[src/rtl/dtpe_pkg.sv]
// Shared types, widths and calendar tables for the periodic event day counter.
package dtpe_pkg;

    // Number of schedule registers
    localparam int NUM_SCHEDULES = 3;
    localparam int SEL_W  = (NUM_SCHEDULES > 1) ? $clog2(NUM_SCHEDULES) : 1;
    localparam int ADDR_W = SEL_W + 2;
    localparam int DATA_W = 32;

    // Output field widths
    localparam int IDX_W = 2;
    localparam int RES_W = 12;

    // Years relative to 1 March 1600, day numbers, interval and remainder widths
    localparam int YR_W   = 10;
    localparam int DN_W   = 18;
    localparam int DIFF_W = DN_W + 1;
    localparam int DVD_W  = 17;
    localparam int INT_W  = 11;
    localparam int CNT_W  = $clog2(DVD_W);

    // Year bases relative to 1600
    localparam int BASE_TODAY = 300;
    localparam int BASE_CENT  = 100;
    localparam int BASE_SCHED = 400;
    localparam int CENT_STEPS = 5;

    // Input transfer
    typedef struct packed {
        logic       century_flag;
        logic [6:0] year_in_century;
        logic [3:0] month_now;
        logic [4:0] day_now;
    } t_in;

    // Result transfer
    typedef struct packed {
        logic [IDX_W-1:0]        schedule_index;
        logic signed [RES_W-1:0] days_until;
        logic                    last_result;
    } t_out;

    // Schedule register layout
    typedef struct packed {
        logic [7:0] weeks;
        logic [6:0] year;
        logic [3:0] month;
        logic [4:0] day;
    } t_sched;

    // Year adjustment caused by month normalisation and the March-based year
    typedef enum logic [1:0] {
        ADJ_NONE,
        ADJ_DEC,
        ADJ_INC
    } t_yadj;

    // Sequencer states
    typedef enum logic [2:0] {
        S_IDLE,
        S_TODAY,
        S_SREQ,
        S_SWAIT,
        S_DIFF,
        S_DWAIT,
        S_EMIT
    } t_state;

    // Year adjustment for a raw month code
    function automatic t_yadj month_adj(input logic [3:0] month);
        t_yadj adj;
        case (month) inside
            4'd0, 4'd1, 4'd2: adj = ADJ_DEC;
            4'd15:            adj = ADJ_INC;
            default:          adj = ADJ_NONE;
        endcase
        return adj;
    endfunction

    // Days from 1 March to the first of the normalised month
    function automatic logic [8:0] month_doy(input logic [3:0] month);
        logic [8:0] doy;
        case (month)
            4'd0:    doy = 9'd275;
            4'd1:    doy = 9'd306;
            4'd2:    doy = 9'd337;
            4'd3:    doy = 9'd0;
            4'd4:    doy = 9'd31;
            4'd5:    doy = 9'd61;
            4'd6:    doy = 9'd92;
            4'd7:    doy = 9'd122;
            4'd8:    doy = 9'd153;
            4'd9:    doy = 9'd184;
            4'd10:   doy = 9'd214;
            4'd11:   doy = 9'd245;
            4'd12:   doy = 9'd275;
            4'd13:   doy = 9'd306;
            4'd14:   doy = 9'd337;
            default: doy = 9'd0;
        endcase
        return doy;
    endfunction

endpackage

[src/rtl/dtpe_regs.sv]
// APB register bank holding the schedule registers.
module dtpe_regs (
    input  logic                           i_clk,
    input  logic                           i_rst_n,
    input  logic                           psel,
    input  logic                           penable,
    input  logic                           pwrite,
    input  logic [dtpe_pkg::ADDR_W-1:0]    paddr,
    input  logic [dtpe_pkg::DATA_W-1:0]    pwdata,
    output logic [dtpe_pkg::DATA_W-1:0]    prdata,
    output logic                           pready,
    output dtpe_pkg::t_sched               o_sched [dtpe_pkg::NUM_SCHEDULES]
);
    import dtpe_pkg::*;

    t_sched             r_sched [NUM_SCHEDULES];
    logic [SEL_W-1:0]   reg_idx;
    logic               idx_ok;
    logic               wr_en;

    // Decode register index from the word address
    assign reg_idx = paddr[ADDR_W-1:2];
    assign idx_ok  = {1'b0, reg_idx} < (SEL_W + 1)'(NUM_SCHEDULES);
    assign wr_en   = psel && penable && pwrite && pready;
    assign pready  = 1'b1;

    // Write the addressed schedule; drop writes beyond the bank
    always_ff @(posedge i_clk) begin
        if (!i_rst_n) begin
            for (int i = 0; i < NUM_SCHEDULES; i++) begin
                r_sched[i] <= '0;
            end
        end else if (wr_en && idx_ok) begin
            r_sched[reg_idx] <= pwdata[$bits(t_sched)-1:0];
        end
    end

    // Read back the addressed schedule
    always_comb begin
        if (idx_ok) begin
            prdata = DATA_W'(r_sched[reg_idx]);
        end else begin
            prdata = '0;
        end
    end

    assign o_sched = r_sched;

endmodule

[src/rtl/dtpe_daynum.sv]
// Three-stage day number unit: date to days since 1 March 1600.
module dtpe_daynum (
    input  logic                          i_clk,
    input  logic                          i_rst_n,
    input  logic                          i_start,
    input  logic [dtpe_pkg::YR_W-1:0]     i_year_base,
    input  logic [3:0]                    i_month,
    input  logic [4:0]                    i_day,
    output logic                          o_valid,
    output logic [dtpe_pkg::DN_W-1:0]     o_daynum
);
    import dtpe_pkg::*;

    logic              r_v1;
    logic              r_v2;
    logic              r_valid;
    logic [YR_W-1:0]   r_year;
    logic [8:0]        r_doy;
    logic [4:0]        r_day;
    logic [DN_W-1:0]   r_year_days;
    logic [YR_W-1:0]   r_small;
    logic [DN_W-1:0]   r_daynum;

    logic [YR_W-1:0]   n_year;
    logic [2:0]        cent_cnt;
    logic              quad_cent;
    logic [YR_W-1:0]   n_small;

    // Apply the month normalisation to the year
    always_comb begin
        unique case (month_adj(i_month))
            ADJ_DEC: n_year = i_year_base - YR_W'(1);
            ADJ_INC: n_year = i_year_base + YR_W'(1);
            ADJ_NONE: n_year = i_year_base;
            default: n_year = i_year_base;
        endcase
    end

    // Count whole centuries and four-century spans by compare
    always_comb begin
        cent_cnt = '0;
        for (int i = 1; i <= CENT_STEPS; i++) begin
            if (r_year >= YR_W'(i * 100)) begin
                cent_cnt = cent_cnt + 3'd1;
            end
        end
        quad_cent = (r_year >= YR_W'(400));
        n_small   = (r_year >> 2) + YR_W'(r_doy) + YR_W'(r_day)
                  + YR_W'(quad_cent) - YR_W'(cent_cnt);
    end

    // Advance the pipeline
    always_ff @(posedge i_clk) begin
        if (!i_rst_n) begin
            r_v1    <= 1'b0;
            r_v2    <= 1'b0;
            r_valid <= 1'b0;
        end else begin
            r_v1    <= i_start;
            r_v2    <= r_v1;
            r_valid <= r_v2;
        end
    end

    always_ff @(posedge i_clk) begin
        r_year      <= n_year;
        r_doy       <= month_doy(i_month);
        r_day       <= i_day;
        r_year_days <= DN_W'(r_year) * DN_W'(365);
        r_small     <= n_small;
        r_daynum    <= r_year_days + DN_W'(r_small);
    end

    assign o_valid  = r_valid;
    assign o_daynum = r_daynum;

endmodule

[src/rtl/dtpe_rem.sv]
// Bit-serial restoring remainder unit, one dividend bit per cycle.
module dtpe_rem (
    input  logic                          i_clk,
    input  logic                          i_rst_n,
    input  logic                          i_start,
    input  logic [dtpe_pkg::DVD_W-1:0]    i_dividend,
    input  logic [dtpe_pkg::INT_W-1:0]    i_divisor,
    output logic                          o_done,
    output logic [dtpe_pkg::INT_W-1:0]    o_rem
);
    import dtpe_pkg::*;

    logic              r_busy;
    logic              r_done;
    logic [CNT_W-1:0]  r_cnt;
    logic [DVD_W-1:0]  r_dvd;
    logic [INT_W-1:0]  r_rem;

    logic [INT_W:0]    trial;
    logic [INT_W:0]    n_rem_full;

    // Shift in the next dividend bit and subtract when it fits
    always_comb begin
        trial = {r_rem, r_dvd[DVD_W-1]};
        if (trial >= {1'b0, i_divisor}) begin
            n_rem_full = trial - {1'b0, i_divisor};
        end else begin
            n_rem_full = trial;
        end
    end

    // Sequence the iterations
    always_ff @(posedge i_clk) begin
        if (!i_rst_n) begin
            r_busy <= 1'b0;
            r_done <= 1'b0;
            r_cnt  <= '0;
        end else begin
            r_done <= 1'b0;
            if (i_start) begin
                r_busy <= 1'b1;
                r_cnt  <= '0;
            end else if (r_busy) begin
                r_cnt <= r_cnt + CNT_W'(1);
                if (r_cnt == CNT_W'(DVD_W - 1)) begin
                    r_busy <= 1'b0;
                    r_done <= 1'b1;
                end
            end
        end
    end

    always_ff @(posedge i_clk) begin
        if (i_start) begin
            r_dvd <= i_dividend;
            r_rem <= '0;
        end else if (r_busy) begin
            r_dvd <= r_dvd << 1;
            r_rem <= n_rem_full[INT_W-1:0];
        end
    end

    assign o_done = r_done;
    assign o_rem  = r_rem;

endmodule

[src/rtl/days_to_periodic_event.sv]
// Sequence: today's day number first, then for each schedule with a nonzero interval its day
// number, the difference and the 17-step remainder unit before the result; a schedule with
// a zero interval goes straight to its result.
// Throughput: one item at a time, busy is high from acceptance until the last result.
// Each result is shown for one cycle on o_strobe; the receiver cannot stall.
// Reset (synchronous, active low) clears the sequencer and all schedules to zero.
module days_to_periodic_event (
    input  logic                          i_clk,
    input  logic                          i_rst_n,
    input  logic                          start,
    output logic                          busy,
    input  dtpe_pkg::t_in                 i_item,
    output logic                          o_strobe,
    output dtpe_pkg::t_out                o_result,
    input  logic                          psel,
    input  logic                          penable,
    input  logic                          pwrite,
    input  logic [dtpe_pkg::ADDR_W-1:0]   paddr,
    input  logic [dtpe_pkg::DATA_W-1:0]   pwdata,
    output logic [dtpe_pkg::DATA_W-1:0]   prdata,
    output logic                          pready
);
    import dtpe_pkg::*;

    t_sched                  sched [NUM_SCHEDULES];

    t_state                  r_state;
    t_state                  n_state;
    logic [SEL_W-1:0]        r_idx;
    logic [SEL_W-1:0]        n_idx;
    logic [DN_W-1:0]         r_today;
    logic [DN_W-1:0]         n_today;
    logic signed [DIFF_W-1:0] r_diff;
    logic signed [DIFF_W-1:0] n_diff;
    logic [RES_W-1:0]        r_res;
    logic [RES_W-1:0]        n_res;
    t_sched                  r_work [NUM_SCHEDULES];

    logic                    accept;
    logic                    load_work;
    logic                    shift_work;
    logic                    dn_start;
    logic [YR_W-1:0]         dn_base;
    logic [3:0]              dn_month;
    logic [4:0]              dn_day;
    logic                    dn_valid;
    logic [DN_W-1:0]         dn_daynum;
    logic                    rem_start;
    logic                    rem_done;
    logic [INT_W-1:0]        rem;
    logic [INT_W-1:0]        intvl;
    logic [DIFF_W-1:0]       mag_full;
    logic                    last_sched;

    dtpe_regs u_regs (
        .i_clk   (i_clk),
        .i_rst_n (i_rst_n),
        .psel    (psel),
        .penable (penable),
        .pwrite  (pwrite),
        .paddr   (paddr),
        .pwdata  (pwdata),
        .prdata  (prdata),
        .pready  (pready),
        .o_sched (sched)
    );

    dtpe_daynum u_daynum (
        .i_clk       (i_clk),
        .i_rst_n     (i_rst_n),
        .i_start     (dn_start),
        .i_year_base (dn_base),
        .i_month     (dn_month),
        .i_day       (dn_day),
        .o_valid     (dn_valid),
        .o_daynum    (dn_daynum)
    );

    dtpe_rem u_rem (
        .i_clk      (i_clk),
        .i_rst_n    (i_rst_n),
        .i_start    (rem_start),
        .i_dividend (mag_full[DVD_W-1:0]),
        .i_divisor  (intvl),
        .o_done     (rem_done),
        .o_rem      (rem)
    );

    // Interval of the schedule at the head of the work line
    assign intvl      = INT_W'({r_work[0].weeks, 3'b000}) - INT_W'(r_work[0].weeks);
    assign mag_full   = r_diff[DIFF_W-1] ? DIFF_W'(-r_diff) : DIFF_W'(r_diff);
    assign last_sched = (r_idx == SEL_W'(NUM_SCHEDULES - 1));
    assign accept     = start && !busy;
    assign busy       = (r_state != S_IDLE);

    // Sequencer: next state and unit controls
    always_comb begin
        n_state    = r_state;
        n_idx      = r_idx;
        n_today    = r_today;
        n_diff     = r_diff;
        n_res      = r_res;
        load_work  = 1'b0;
        shift_work = 1'b0;
        dn_start   = 1'b0;
        rem_start  = 1'b0;
        dn_base    = YR_W'(BASE_SCHED) + YR_W'(r_work[0].year);
        dn_month   = r_work[0].month;
        dn_day     = r_work[0].day;
        unique case (r_state)
            S_IDLE: begin
                dn_base  = YR_W'(BASE_TODAY) + YR_W'(i_item.year_in_century)
                         + (i_item.century_flag ? YR_W'(BASE_CENT) : '0);
                dn_month = i_item.month_now;
                dn_day   = i_item.day_now;
                if (accept) begin
                    dn_start  = 1'b1;
                    load_work = 1'b1;
                    n_idx     = '0;
                    n_state   = S_TODAY;
                end
            end
            S_TODAY: begin
                if (dn_valid) begin
                    n_today = dn_daynum;
                    n_state = S_SREQ;
                end
            end
            S_SREQ: begin
                if (r_work[0].weeks == '0) begin
                    n_res   = '1;
                    n_state = S_EMIT;
                end else begin
                    dn_start = 1'b1;
                    n_state  = S_SWAIT;
                end
            end
            S_SWAIT: begin
                if (dn_valid) begin
                    n_diff  = $signed({1'b0, r_today}) - $signed({1'b0, dn_daynum});
                    n_state = S_DIFF;
                end
            end
            S_DIFF: begin
                rem_start = 1'b1;
                n_state   = S_DWAIT;
            end
            S_DWAIT: begin
                if (rem_done) begin
                    if (r_diff[DIFF_W-1] && (rem != '0)) begin
                        n_res = RES_W'(rem);
                    end else begin
                        n_res = RES_W'(intvl - rem);
                    end
                    n_state = S_EMIT;
                end
            end
            S_EMIT: begin
                shift_work = 1'b1;
                if (last_sched) begin
                    n_state = S_IDLE;
                end else begin
                    n_idx   = r_idx + SEL_W'(1);
                    n_state = S_SREQ;
                end
            end
            default: begin
                n_state = S_IDLE;
            end
        endcase
    end

    // Hold control state
    always_ff @(posedge i_clk) begin
        if (!i_rst_n) begin
            r_state <= S_IDLE;
            r_idx   <= '0;
        end else begin
            r_state <= n_state;
            r_idx   <= n_idx;
        end
    end

    // Hold datapath registers; load the schedules on acceptance and advance per result
    always_ff @(posedge i_clk) begin
        r_today <= n_today;
        r_diff  <= n_diff;
        r_res   <= n_res;
        if (load_work) begin
            r_work <= sched;
        end else if (shift_work) begin
            for (int i = 0; i < NUM_SCHEDULES - 1; i++) begin
                r_work[i] <= r_work[i+1];
            end
        end
    end

    // Drive the result transfer
    assign o_strobe                = (r_state == S_EMIT);
    assign o_result.schedule_index = IDX_W'(r_idx);
    assign o_result.days_until     = $signed(r_res);
    assign o_result.last_result    = last_sched;

    // A result is only shown while an item is in progress
    a_strobe_busy: assert property (@(posedge i_clk) disable iff (!i_rst_n)
        o_strobe |-> busy)
        else $error("result strobe outside an item");

    // The final result ends the item
    a_last_ends: assert property (@(posedge i_clk) disable iff (!i_rst_n)
        o_strobe && o_result.last_result |=> !busy)
        else $error("block still busy after final result");

    // Accepted item makes the block busy
    a_accept_busy: assert property (@(posedge i_clk) disable iff (!i_rst_n)
        start && !busy |=> busy)
        else $error("accepted item did not raise busy");

    // Results never fall below minus one
    a_res_range: assert property (@(posedge i_clk) disable iff (!i_rst_n)
        o_strobe |-> ($signed(o_result.days_until) >= -12'sd1))
        else $error("result out of range");

endmodule

[config.mk]
export PLATFORM = sky130hd
export DESIGN_NAME = days_to_periodic_event
export DESIGN_NICKNAME = d
export VERILOG_FILES = /design/src/rtl/dtpe_pkg.sv /design/src/rtl/dtpe_regs.sv /design/src/rtl/dtpe_daynum.sv /design/src/rtl/dtpe_rem.sv /design/src/rtl/days_to_periodic_event.sv
export SDC_FILE = /design/constraint.sdc
export NUM_CORES = 1
export LEC_CHECK = 0
export BUFFER_PORTS_ARGS = -buffer_cell sky130_fd_sc_hd__buf_2
export CAP_MARGIN = 20
export CORE_ASPECT_RATIO = 0.6
export CORE_MARGIN = 3
export CORE_UTILIZATION = 45
export DETAILED_ROUTE_END_ITERATION = 8
export SLEW_MARGIN = 30
export SYNTH_ARGS = -nofsm -noshare
export SYNTH_HDL_FRONTEND = slang
export SYNTH_SLANG_ARGS = --single-unit
[constraint.sdc]
create_clock -name i_clk -period 8.85 [get_ports i_clk]
set_input_delay 0.885 -clock i_clk [delete_from_list [all_inputs] [get_ports i_clk]]
set_output_delay 0.885 -clock i_clk [all_outputs]
set_load 0.01 [all_outputs]
==> flow_summary_export.csv, run 1 <==
group,metric,value,unit
timing,setup_viol,0,
drt,dr.pass1.iters,5,
worst_hold_path,hold_path.class,"reg2reg",
yosys,syn_avg_cell_area,9.45,um^2
clock_network,clkSinkCount,305,
global_route,grt_pass1_vias,12200,
yosys,ys.warnings.count,0,
timing,clock.fmax,186,MHz
drt,drc,0,
global_route,groute.usage.overall,19.6,%
clock_network,cts_tree,"done",
yosys,yosys_register_bits,305,
drt,wire_per_inst,16.1,um
setup_path,critPathArrivalTime,5.82,ns
timing,maxSlewViolCount,0,
setup_path,reg2reg_slack,3.49,ns
yosys,yosys.area_share.simple,14.6,%
yosys,ys_top_cells_by_count,"nand2_1 (413), inv_1 (178), dfxtp_1 (168)",
layout,final_nets,2168,
yosys,ys_seq_area_share,42.9,%
setup_path,slowest_delay,0.51,ns
drt,drt_iter0_drc,841,
setup_path,worstRegToRegCells,19,
layout,diodes,0,
clock_network,hold_buffers,0,
die,die_x,260,um
layout,drive_above_1_share,9.10,%
yosys,synth-xor-area-share,5.63,%
clock_network,cts_max_path_buffers,3,
yosys,synth_top_area_share,23.6,%
global_route,grt_overflow,0,
die,ios,109,
setup_path,cp.required,9.31,ns
timing,period_share,60.6,%
clock_network,insertion_delay,0.57,ns
yosys,yosysMostFrequentCell,"nand2_1",
job,cap_violations,0,
global_route,grt_max_degree,84,
placed_design,dp_hpwl,28400,um
clock_network,cts_buffers,30,
yosys,muxShareOfSynthArea,2.71,%
clock_network,cts.clk_slew.worst_paths,0.07,ns
drt,finalWirelength,39600,um
yosys,synthArstFlopShare,0,%
timing,relSlewSlack,38.5,%
yosys,yosys.area.top_type,"edfxtp_1",
worst_hold_path,hold_start,"u_daynum.r_v1",
clock_network,ctsHtreeMaxLevel,1,
power_and_ir_drop,worst_ir_drop_vdd,0.385,mV
yosys,synthTopCellsByArea,"edfxtp_1 (24%), dfxtp_1 (19%), ha_1 (10%)",
layout,area_delta_synth_final,11.3,%
timing,rsz0062_at_grt,"false",
status,status,"finished, final reports clean",
power_and_ir_drop,leakagePower,8.41,nW
setup_path,rr_startpoint,"u_daynum.r_year[3]",
yosys,synthAdderAreaFrac,15.3,%
clock_network,ctsResizeCount,0,
setup_path,startpoint_type,"flop",
yosys,synth_top_family_by_area,"adder cells",
setup_path,cpMaxStageDelayCell,"o41ai_1",
power_and_ir_drop,powerDensity,362,nW/um^2
yosys,synthCells,1845,
die,rows,55,
drt,route.vias.total,12600,
global_route,grt_pass1_wl,65000,um
timing,worst_pin_slew,0.911,ns
clock_network,root_buffer,"clkbuf_16",
timing,hold_viol_final,0,
placed_design,port-buffer-count,89,
drt,avgViaCountPerCell,5.13,
yosys,synth_edf_count,137,
setup_path,r2r_end,"u_daynum.r_small[9]",
timing,skew,0.00925,ns
timing,period_minus_slack,5.36,ns
global_route,antenna_found_initial,0,
die,die-area,41200,um^2
die,die_h,158,um
yosys,synth_compound_area_share,13.2,%
yosys,syn-cell-area,17400,um^2
die,design.core.area,37900,um^2
yosys,synth_flop_cell,"dfxtp_1",
setup_path,path_cells,"a21o_1 -> a211o_1 -> a21oi_1 -> mux2i_1 -> xnor2_1 -> mux2_2 -> ha_1 -> mux2_2 -> fa_1 -> inv_1 -> fa_1 -> ha_1 -> a21o_1 -> a21oi_1 -> nor2b_1 -> o21a_1 -> o41ai_1 -> nand3_1 -> o311ai_0",
clock_network,cts_setup_buffers,0,
worst_hold_path,min_path_cells,1,
setup_path,cp_max_fo,7,
yosys,netlist-cell-type-count,74,
die,initial_core_util,46.0,%
layout,finalNonFillerCells,2458,
placed_design,dp_cells,2402,
timing,finalSetupTns,0,ns
layout,nFillCells,3491,
setup_path,end_kind,"flop",
drt,final_antenna_net_count,0,
worst_hold_path,whs_endpoint,"u_daynum.r_v2",
setup_path,worstSetupPathType,"reg2reg",
placed_design,gp_congestion,0.873,
==> placed cells by master (no fill, tap or decap), types with 9 or more instances in the layout <==
| master | instances |
|---|---|
| a21boi_0 | 76 |
| a21o_1 | 14 |
| a21oi_1 | 60 |
| and3_1 | 11 |
| buf_2 | 88 |
| buf_4 | 17 |
| clkbuf_16 | 32 |
| conb_1 | 9 |
| dfxtp_1 | 168 |
| edfxtp_1 | 137 |
| fa_1 | 42 |
| ha_1 | 146 |
| inv_1 | 177 |
| mux2i_1 | 45 |
| nand2_1 | 410 |
| nand2b_1 | 16 |
| nand3_1 | 17 |
| nor2_1 | 58 |
| nor2b_1 | 21 |
| nor3_1 | 18 |
| o21a_1 | 14 |
| o21ai_0 | 96 |
| o21bai_1 | 11 |
| xnor2_1 | 69 |
| xor2_1 | 43 |
==> kinds of logic after synthesis <==
group	count (synthesis)
and+or+nand+nor	597
DFF	305
buffers and inverters	246
other	2
AOI/OAI and AO/OA	348
xor gates and xnor gates	112
muxes	47
adders and majority gates	188
==> state kept, by name, indices dropped and copies added (netlist names), 3 cells and up <==
register              cells
r_today                  18
r_diff                   18
r_work                   72
r_res                    12
u_daynum.o_daynum        18
u_daynum.r_year_days     18
u_daynum.r_year          10
u_rem.r_cnt               5
r_state                   3
u_rem.r_dvd              17
u_daynum.r_doy            9
u_rem.o_rem              11
u_regs.o_sched           72
u_daynum.r_day            5
u_daynum.r_small         10
==> power by group <==
part           switching [mW]  internal, mW  leakage [nW]
Sequential              0.138          1.76          2.69
Combinational            2.08          1.76          5.23
Clock                   0.555         0.738         0.495
Total                    2.77          4.25          8.41
==> final cells by class <==
cell class	count	area (um^2)	share of cell area [%]
clock buffers	45	910	4.69
clock inverters	11	86.3	0.445
inverters	178	668	3.44
well taps	513	642	3.31
flip-flops and latches	305	7480	38.5
multi-input cells	1301	9050	46.6
repair buffers	105	568	2.93
==> routing by layer <==
| layer | vias to the layer above | GRT usage, % | wire length [um] |
|---|---|---|---|
| met4 | 0 | 3.63 | 618 |
| met1 | 5895 | 30.2 | 20500 |
| met3 | 41 | 2.77 | 2140 |
| li1 | 6368 | - | - |
| met5 | - | 0 | 0 |
| met2 | 302 | 29.3 | 16400 |
==> metrics by stage <==
stage	hold WS, ns	utilization (%)	area [um^2]	setup WS [ns]	total power [mW]
finish	0.432	51.2	19400	3.49	7.02
global route	0.440	51.2	19400	2.98	7.75
CTS	0.434	51.1	19400	3.45	7.09
detailed placement	0.418	48.5	18400	3.46	5.75
global placement	0.415	48.5	18400	3.57	5.66
floorplan	0.376	-	17500	3.99	4.99
==> worst max-delay path by stage <==
| stage | endpoint | cells past startpoint | from | slack (ns) |
|---|---|---|---|---|
| floorplan | u_daynum.r_small[9] | 18 | u_daynum.r_year[3] | 3.99 |
| global placement | u_daynum.r_small[9] | 18 | u_daynum.r_year[3] | 3.57 |
| detailed placement | u_daynum.r_small[9] | 18 | u_daynum.r_year[3] | 3.46 |
| CTS | u_daynum.r_small[9] | 18 | u_daynum.r_year[3] | 3.45 |
| global route | u_daynum.r_small[9] | 19 | u_daynum.r_year[3] | 2.98 |
| finish | u_daynum.r_small[9] | 19 | u_daynum.r_year[3] | 3.49 |
==> critical path, delay by kind of cell, from the launching register on <==
kind / cells / cell delay [ns]
buf+inv: 1 / 0.05
flops: 1 / 0.41
mux: 3 / 0.86
compound gates: 8 / 2.07
simple gates: 2 / 0.20
fa+ha+maj: 4 / 1.57
xor+xnor: 1 / 0.08
(Power assumes the default switching activity.)
==> inputs of run 2 (changes only) <==
Clock period 8.85 ns to 5.49 ns, I/O delays scaled along.
==> run 2 against run 1 <==
Against the previous run: clock power is 67% higher; final area is 0.35% higher; critical endpoint unchanged; non-clock buffer count is 1 higher; fmax is 7.1% higher; wire length is 1.3% lower.
==> flow_summary_export.csv, run 2 (synthesis results as in run 1) <==
group,metric,value,unit
drt,drt_iter0_drc,796,
placed_design,dp_hpwl,28600,um
power_and_ir_drop,p_sw_share,39.3,%
setup_path,end_kind,"flop",
timing,period_minus_slack,5.01,ns
timing,period_share,91.2,%
drt,dr.pass1.iters,7,
power_and_ir_drop,clkPwrFrac,18.8,%
setup_path,critPathBufInv,1,
global_route,antenna_found_initial,0,
setup_path,rr_startpoint,"u_daynum.r_year[2]",
worst_hold_path,min_path_cells,3,
worst_hold_path,hold_path.class,"in2reg",
die,die-area,41200,um^2
timing,worst_pin_slew,0.906,ns
setup_path,path_depth,19,
global_route,groute.usage.overall,19.4,%
drt,wire_per_inst,15.9,um
power_and_ir_drop,worst_ir_drop_vdd,0.613,mV
setup_path,r2r_end,"u_daynum.r_small[9]",
power_and_ir_drop,total_power,11.4,mW
clock_network,root_buffer,"clkbuf_16",
layout,nFillCells,3467,
drt,drc,0,
drt,route.vias.total,12500,
setup_path,critPathArrivalTime,5.47,ns
global_route,grt_max_degree,51,
layout,final_nets,2170,
timing,relSlewSlack,39.5,%
die,ios,109,
drt,avgViaCountPerCell,5.07,
timing,setup_viol,0,
timing,maxSlewViolCount,0,
setup_path,cp_max_fo,6,
job,cap_violations,0,
timing,rsz0062_at_grt,"false",
layout,mostFrequentLayoutCell,"nand2_1",
setup_path,startpoint_type,"flop",
layout,diodes,0,
power_and_ir_drop,intPower,6.94,mW
layout,multiInputGateArea,9060,um^2
timing,finalSetupTns,0,ns
layout,regArea,7480,um^2
power_and_ir_drop,powerDensity,587,nW/um^2
die,rows,55,
global_route,grt_pass1_wl,64900,um
setup_path,critPathTopFamily,"compound AO/OA/AOI/OAI gates",
setup_path,slowest_delay,0.48,ns
clock_network,clkSinkCount,305,
clock_network,cts_setup_buffers,0,
layout,drive_above_1_share,9.09,%
setup_path,crit_path_start,"u_daynum.r_year[2]",
setup_path,cp-endpoint,"u_daynum.r_small[9]",
clock_network,cts.clk_slew.worst_paths,0.07,ns
power_and_ir_drop,p_comb_share,54.5,%
power_and_ir_drop,pwr-share-seq,26.7,%
die,design.core.area,37900,um^2
placed_design,port-buffer-count,89,
layout,area_delta_synth_final,11.7,%
setup_path,worstSetupPathType,"reg2reg",
clock_network,ctsHtreeMaxLevel,1,
timing,skew,0.0126,ns
setup_path,cp.required,5.95,ns
timing,hold_ws,0.194,ns
power_and_ir_drop,switching_power,4.49,mW
global_route,grt_overflow,0,
die,die_x,260,um
layout,finalNonFillerCells,2460,
layout,mostFrequentLayoutCells,"nand2_1 (410), inv_1 (177), dfxtp_1 (168), ha_1 (146), edfxtp_1 (137)",
drt,finalWirelength,39100,um
power_and_ir_drop,leakagePower,8.44,nW
setup_path,worstRegToRegCells,19,
timing,clock.fmax,200,MHz
timing,hold_viol_final,0,
placed_design,gp_congestion,0.854,
drt,final_antenna_net_count,0,
setup_path,path_cells,"a21o_1 -> a211o_1 -> a21oi_1 -> mux2i_1 -> xnor2_1 -> mux2_2 -> ha_1 -> mux2_2 -> fa_1 -> inv_1 -> fa_1 -> ha_1 -> a21o_1 -> a21oi_1 -> nor2b_1 -> o21a_1 -> o41ai_2 -> nand3_1 -> o311ai_0",
clock_network,cts_tree,"done",
clock_network,insertion_delay,0.57,ns
die,initial_core_util,46.0,%
placed_design,dp_cells,2403,
setup_path,reg2reg_slack,0.48,ns
clock_network,cts_buffers,31,
die,die_h,158,um
setup_path,cpMaxStageDelayCell,"fa_1",
global_route,grt_pass1_vias,12200,
status,status,"finished, final reports clean",
clock_network,cts_max_path_buffers,3,
==> run 2: worst min-delay path by stage <==
stage	startpoint	to	slack, ns
after detailed placement	u_daynum.o_daynum[3]	r_today[3]	0.42
final	i_item[2]	u_daynum.r_day[2]	0.19
after global routing	i_item[0]	u_daynum.r_day[0]	0.20
after CTS	i_item[4]	u_daynum.r_day[4]	0.16
after floorplan	u_daynum.r_year[0]	u_daynum.r_year_days[0]	0.38
after global placement	u_daynum.r_v2	u_daynum.o_valid	0.41
==> run 2: per-layer routing <==
metal	share of wire [%]	routed length, um	track usage (%)	vias to the layer above
met4	1.6	626	3.58	0
met1	53	20900	30.3	5833
li1	-	-	-	6375
met5	0	0	0	-
met3	4.6	1800	2.78	46
met2	40	15700	28.7	228
==> run 2: what timing repair did <==
action / CTS / global route
setup endpoints to repair: 0 / 1
endpoints found under the hold margin: 0 / 0
gates resized for setup: 0 / 1
hold buffers: 0 / 0
==> run 2: layout make-up <==
cell class              instances  area share, %
clock buffers                  43           4.48
flip-flops and latches        305           38.4
clock inverters                14          0.810
inverters                     178           3.43
well taps                     513           3.30
repair buffers                106           3.02
multi-input cells            1301           46.6
==> run 2: stage by stage <==
step / cell area [um^2] / util, % / setup slack (ns)
finish: 19500 / 51.3 / 0.482
global route: 19500 / 51.3 / 0.215
CTS: 19500 / 51.3 / 0.317
detailed placement: 18400 / 48.6 / 0.359
global placement: 18400 / 48.5 / 0.455
floorplan: 17500 / - / 0.630
==> run 2: worst min-delay path: stages <==
cell and delay, ns:
buf_2 0.09, nand2_1 0.04, nand2_1 0.05
==> run 2: power by group through the flow <==
| stage | combinational [mW] | sequential, mW | clock, mW |
|---|---|---|---|
| 6_report | 6.23 | 3.05 | 2.15 |
| 5_1_grt | 7.15 | 3.09 | 2.30 |
| 4_1_cts | 6.26 | 3.05 | 2.21 |
| 3_5_place_dp | 6.18 | 3.10 | 0 |
| 2_1_floorplan | 5.02 | 3.01 | 0 |
| 3_3_place_gp | 6.04 | 3.09 | 0 |
==> inputs of run 3 (changes only) <==
Settings changed: CORE_MARGIN 3 to 2, REMOVE_ABC_BUFFERS set to 1.
==> run 3 against run 2 <==
Against the previous run: flip-flop and latch count unchanged; sequential share of layout area increased by 0.10 points; combinational power increased by 2%; die area decreased by 2.0%; first-iteration DRC count increased by 22%; power increased by 0.55%; via count increased by 0.32%; non-clock buffer count unchanged; utilization decreased by 0.14 points; clock-buffer cell count decreased by 2; final area decreased by 0.27%.
==> flow_summary_export.csv, run 3 (synthesis results as in run 1) <==
group,metric,value,unit
status,status,"finished, final reports clean",
clock_network,insertion_delay,0.56,ns
setup_path,worstSetupPathType,"reg2reg",
global_route,grt_pass1_wl,63500,um
clock_network,root_buffer,"clkbuf_16",
power_and_ir_drop,switching_power,4.61,mW
layout,drive_above_1_share,9.10,%
power_and_ir_drop,p_comb_share,55.4,%
timing,period_share,92.1,%
worst_hold_path,hold_path.class,"in2reg",
power_and_ir_drop,worst_ir_drop_vdd,0.547,mV
setup_path,cp.required,5.93,ns
die,rows,55,
drt,wl_met1,20400,um
timing,skew,0.00660,ns
clock_network,cts_buffers,31,
die,die_h,156,um
timing,hold_ws,0.178,ns
die,ios,109,
timing,maxSlewViolCount,0,
placed_design,gp_congestion,0.840,
setup_path,slowest_delay,0.49,ns
layout,area_delta_synth_final,11.4,%
global_route,grt_pass1_vias,12100,
clock_network,cts_tree,"done",
timing,rsz0062_at_grt,"false",
drt,dr_wl_met2,15900,um
timing,worst_pin_slew,0.942,ns
setup_path,end_kind,"flop",
clock_network,cts_setup_buffers,0,
layout,mostFrequentLayoutCell,"nand2_1",
clock_network,clkSinkCount,305,
clock_network,ctsHtreeMaxLevel,1,
timing,postLayoutSetupSlackWorst,0.434,ns
die,die-area,40400,um^2
setup_path,path_common_cell,"ha_1",
timing,finalSetupTns,0,ns
drt,finalWirelength,38800,um
drt,drt_iter0_drc,969,
global_route,grt_overflow,0,
die,design.core.area,37900,um^2
power_and_ir_drop,pwr-share-seq,26.6,%
setup_path,cp_max_fo,7,
placed_design,place_ws,0.338,ns
die,die_x,258,um
power_and_ir_drop,intPower,6.89,mW
global_route,antenna_found_initial,3,
placed_design,port-buffer-count,89,
power_and_ir_drop,clkPwrFrac,18.0,%
global_route,grt_max_degree,84,
die,initial_core_util,46.0,%
job,cap_violations,0,
drt,dr.pass1.iters,7,
drt,drc,0,
power_and_ir_drop,p_sw_share,40.1,%
drt,avgViaCountPerCell,5.09,
layout,mostFrequentLayoutCells,"nand2_1 (410), inv_1 (177), dfxtp_1 (168), ha_1 (146), edfxtp_1 (137)",
setup_path,path_cells,"o311ai_0 -> nand2_1 -> inv_1 -> ha_1 -> xor2_1 -> xnor2_1 -> ha_1 -> mux2_2 -> fa_1 -> inv_1 -> fa_1 -> ha_1 -> a21o_1 -> a21oi_1 -> nor2b_1 -> o21a_1 -> o41ai_2 -> nand3_1 -> o311ai_0",
drt,route.vias.total,12500,
power_and_ir_drop,powerDensity,592,nW/um^2
timing,period_minus_slack,5.06,ns
drt,wire_per_inst,15.8,um
timing,setup_viol,0,
layout,post-route-util,51.2,%
drt,met3_length,1960,um
global_route,groute.usage.overall,19.5,%
clock_network,cts_max_path_buffers,3,
timing,relSlewSlack,37.2,%
setup_path,critPathArrivalTime,5.50,ns
drt,final_antenna_net_count,0,
layout,final_nets,2170,
timing,clock.fmax,198,MHz
setup_path,cpMaxStageDelayCell,"fa_1",
setup_path,startpoint_type,"flop",
power_and_ir_drop,leakagePower,8.42,nW
clock_network,cts.clk_slew.worst_paths,0.06,ns
drt,dr.max_layer_used,"met4",
placed_design,dp_hpwl,28100,um
timing,hold_viol_final,0,
-- run 3: cell types whose count changed in the layout (fill, tap and decap cells not counted), sizes merged --
cell      change
inv           +2
clkinv        +2
diode         +3
clkinvlp      -2
bufinv        -1
clkbuf        -2
-- run 3: per-layer routing --
metal | up-vias | GRT usage [%]
met5 | - | 0
met1 | 5857 | 29.8
met4 | 0 | 3.77
li1 | 6378 | -
met2 | 250 | 29.1
met3 | 37 | 2.80
-- run 3: worst max-delay path, delay by kind of cell, from the launching register on --
family / cells / cell delay, ns
fa+ha+maj: 5 / 1.85
flops: 1 / 0.39
buf+inv: 2 / 0.16
simple gates: 3 / 0.36
compound gates: 6 / 1.43
mux: 1 / 0.29
xor+xnor: 2 / 0.45
-- run 3: final timing paths --
kind	from	to	slack (ns)	cells past startpoint
min reg2reg	u_daynum.r_v1	u_daynum.r_v2	0.43	1
min	i_item[0]	u_daynum.r_day[0]	0.18	3
max reg2reg	u_daynum.r_year[5]	u_daynum.r_small[9]	0.43	19
max	u_daynum.r_year[5]	u_daynum.r_small[9]	0.43	19
-- run 3: through the flow --
| stage | instance area, um^2 | cells | power [mW] |
|---|---|---|---|
| after floorplan | 17100 | 1784 | 8.00 |
| after global placement | 18400 | 2403 | 9.26 |
| after detailed placement | 18400 | 2403 | 9.40 |
| after CTS | 19400 | 2459 | 11.5 |
| after global routing | 19400 | 2460 | 12.6 |
| final | 19400 | 2462 | 11.5 |
-- run 3: final cells by class --
class / instances / area [um^2]
multi-input combinational: 1301 / 9060
tap: 513 / 642
inverter: 178 / 668
fill: 3524 / 18500
clock inverter: 15 / 136
timing repair buffer: 106 / 573
antenna: 3 / 7.51
clock buffer: 41 / 855
sequential: 305 / 7480
-- run 3: timing repair --
item	4_1_cts	5_1_grt
endpoints found under the setup margin	0	2
hold buffers	0	0
resized for setup	0	1
-- run 3: power groups by stage --
stage	combinational (mW)	clock [mW]	sequential, mW
CTS	6.35	2.12	3.05
global placement	6.17	0	3.09
finish	6.37	2.07	3.06
global route	7.28	2.22	3.09
detailed placement	6.30	0	3.10
floorplan	4.99	0	3.02
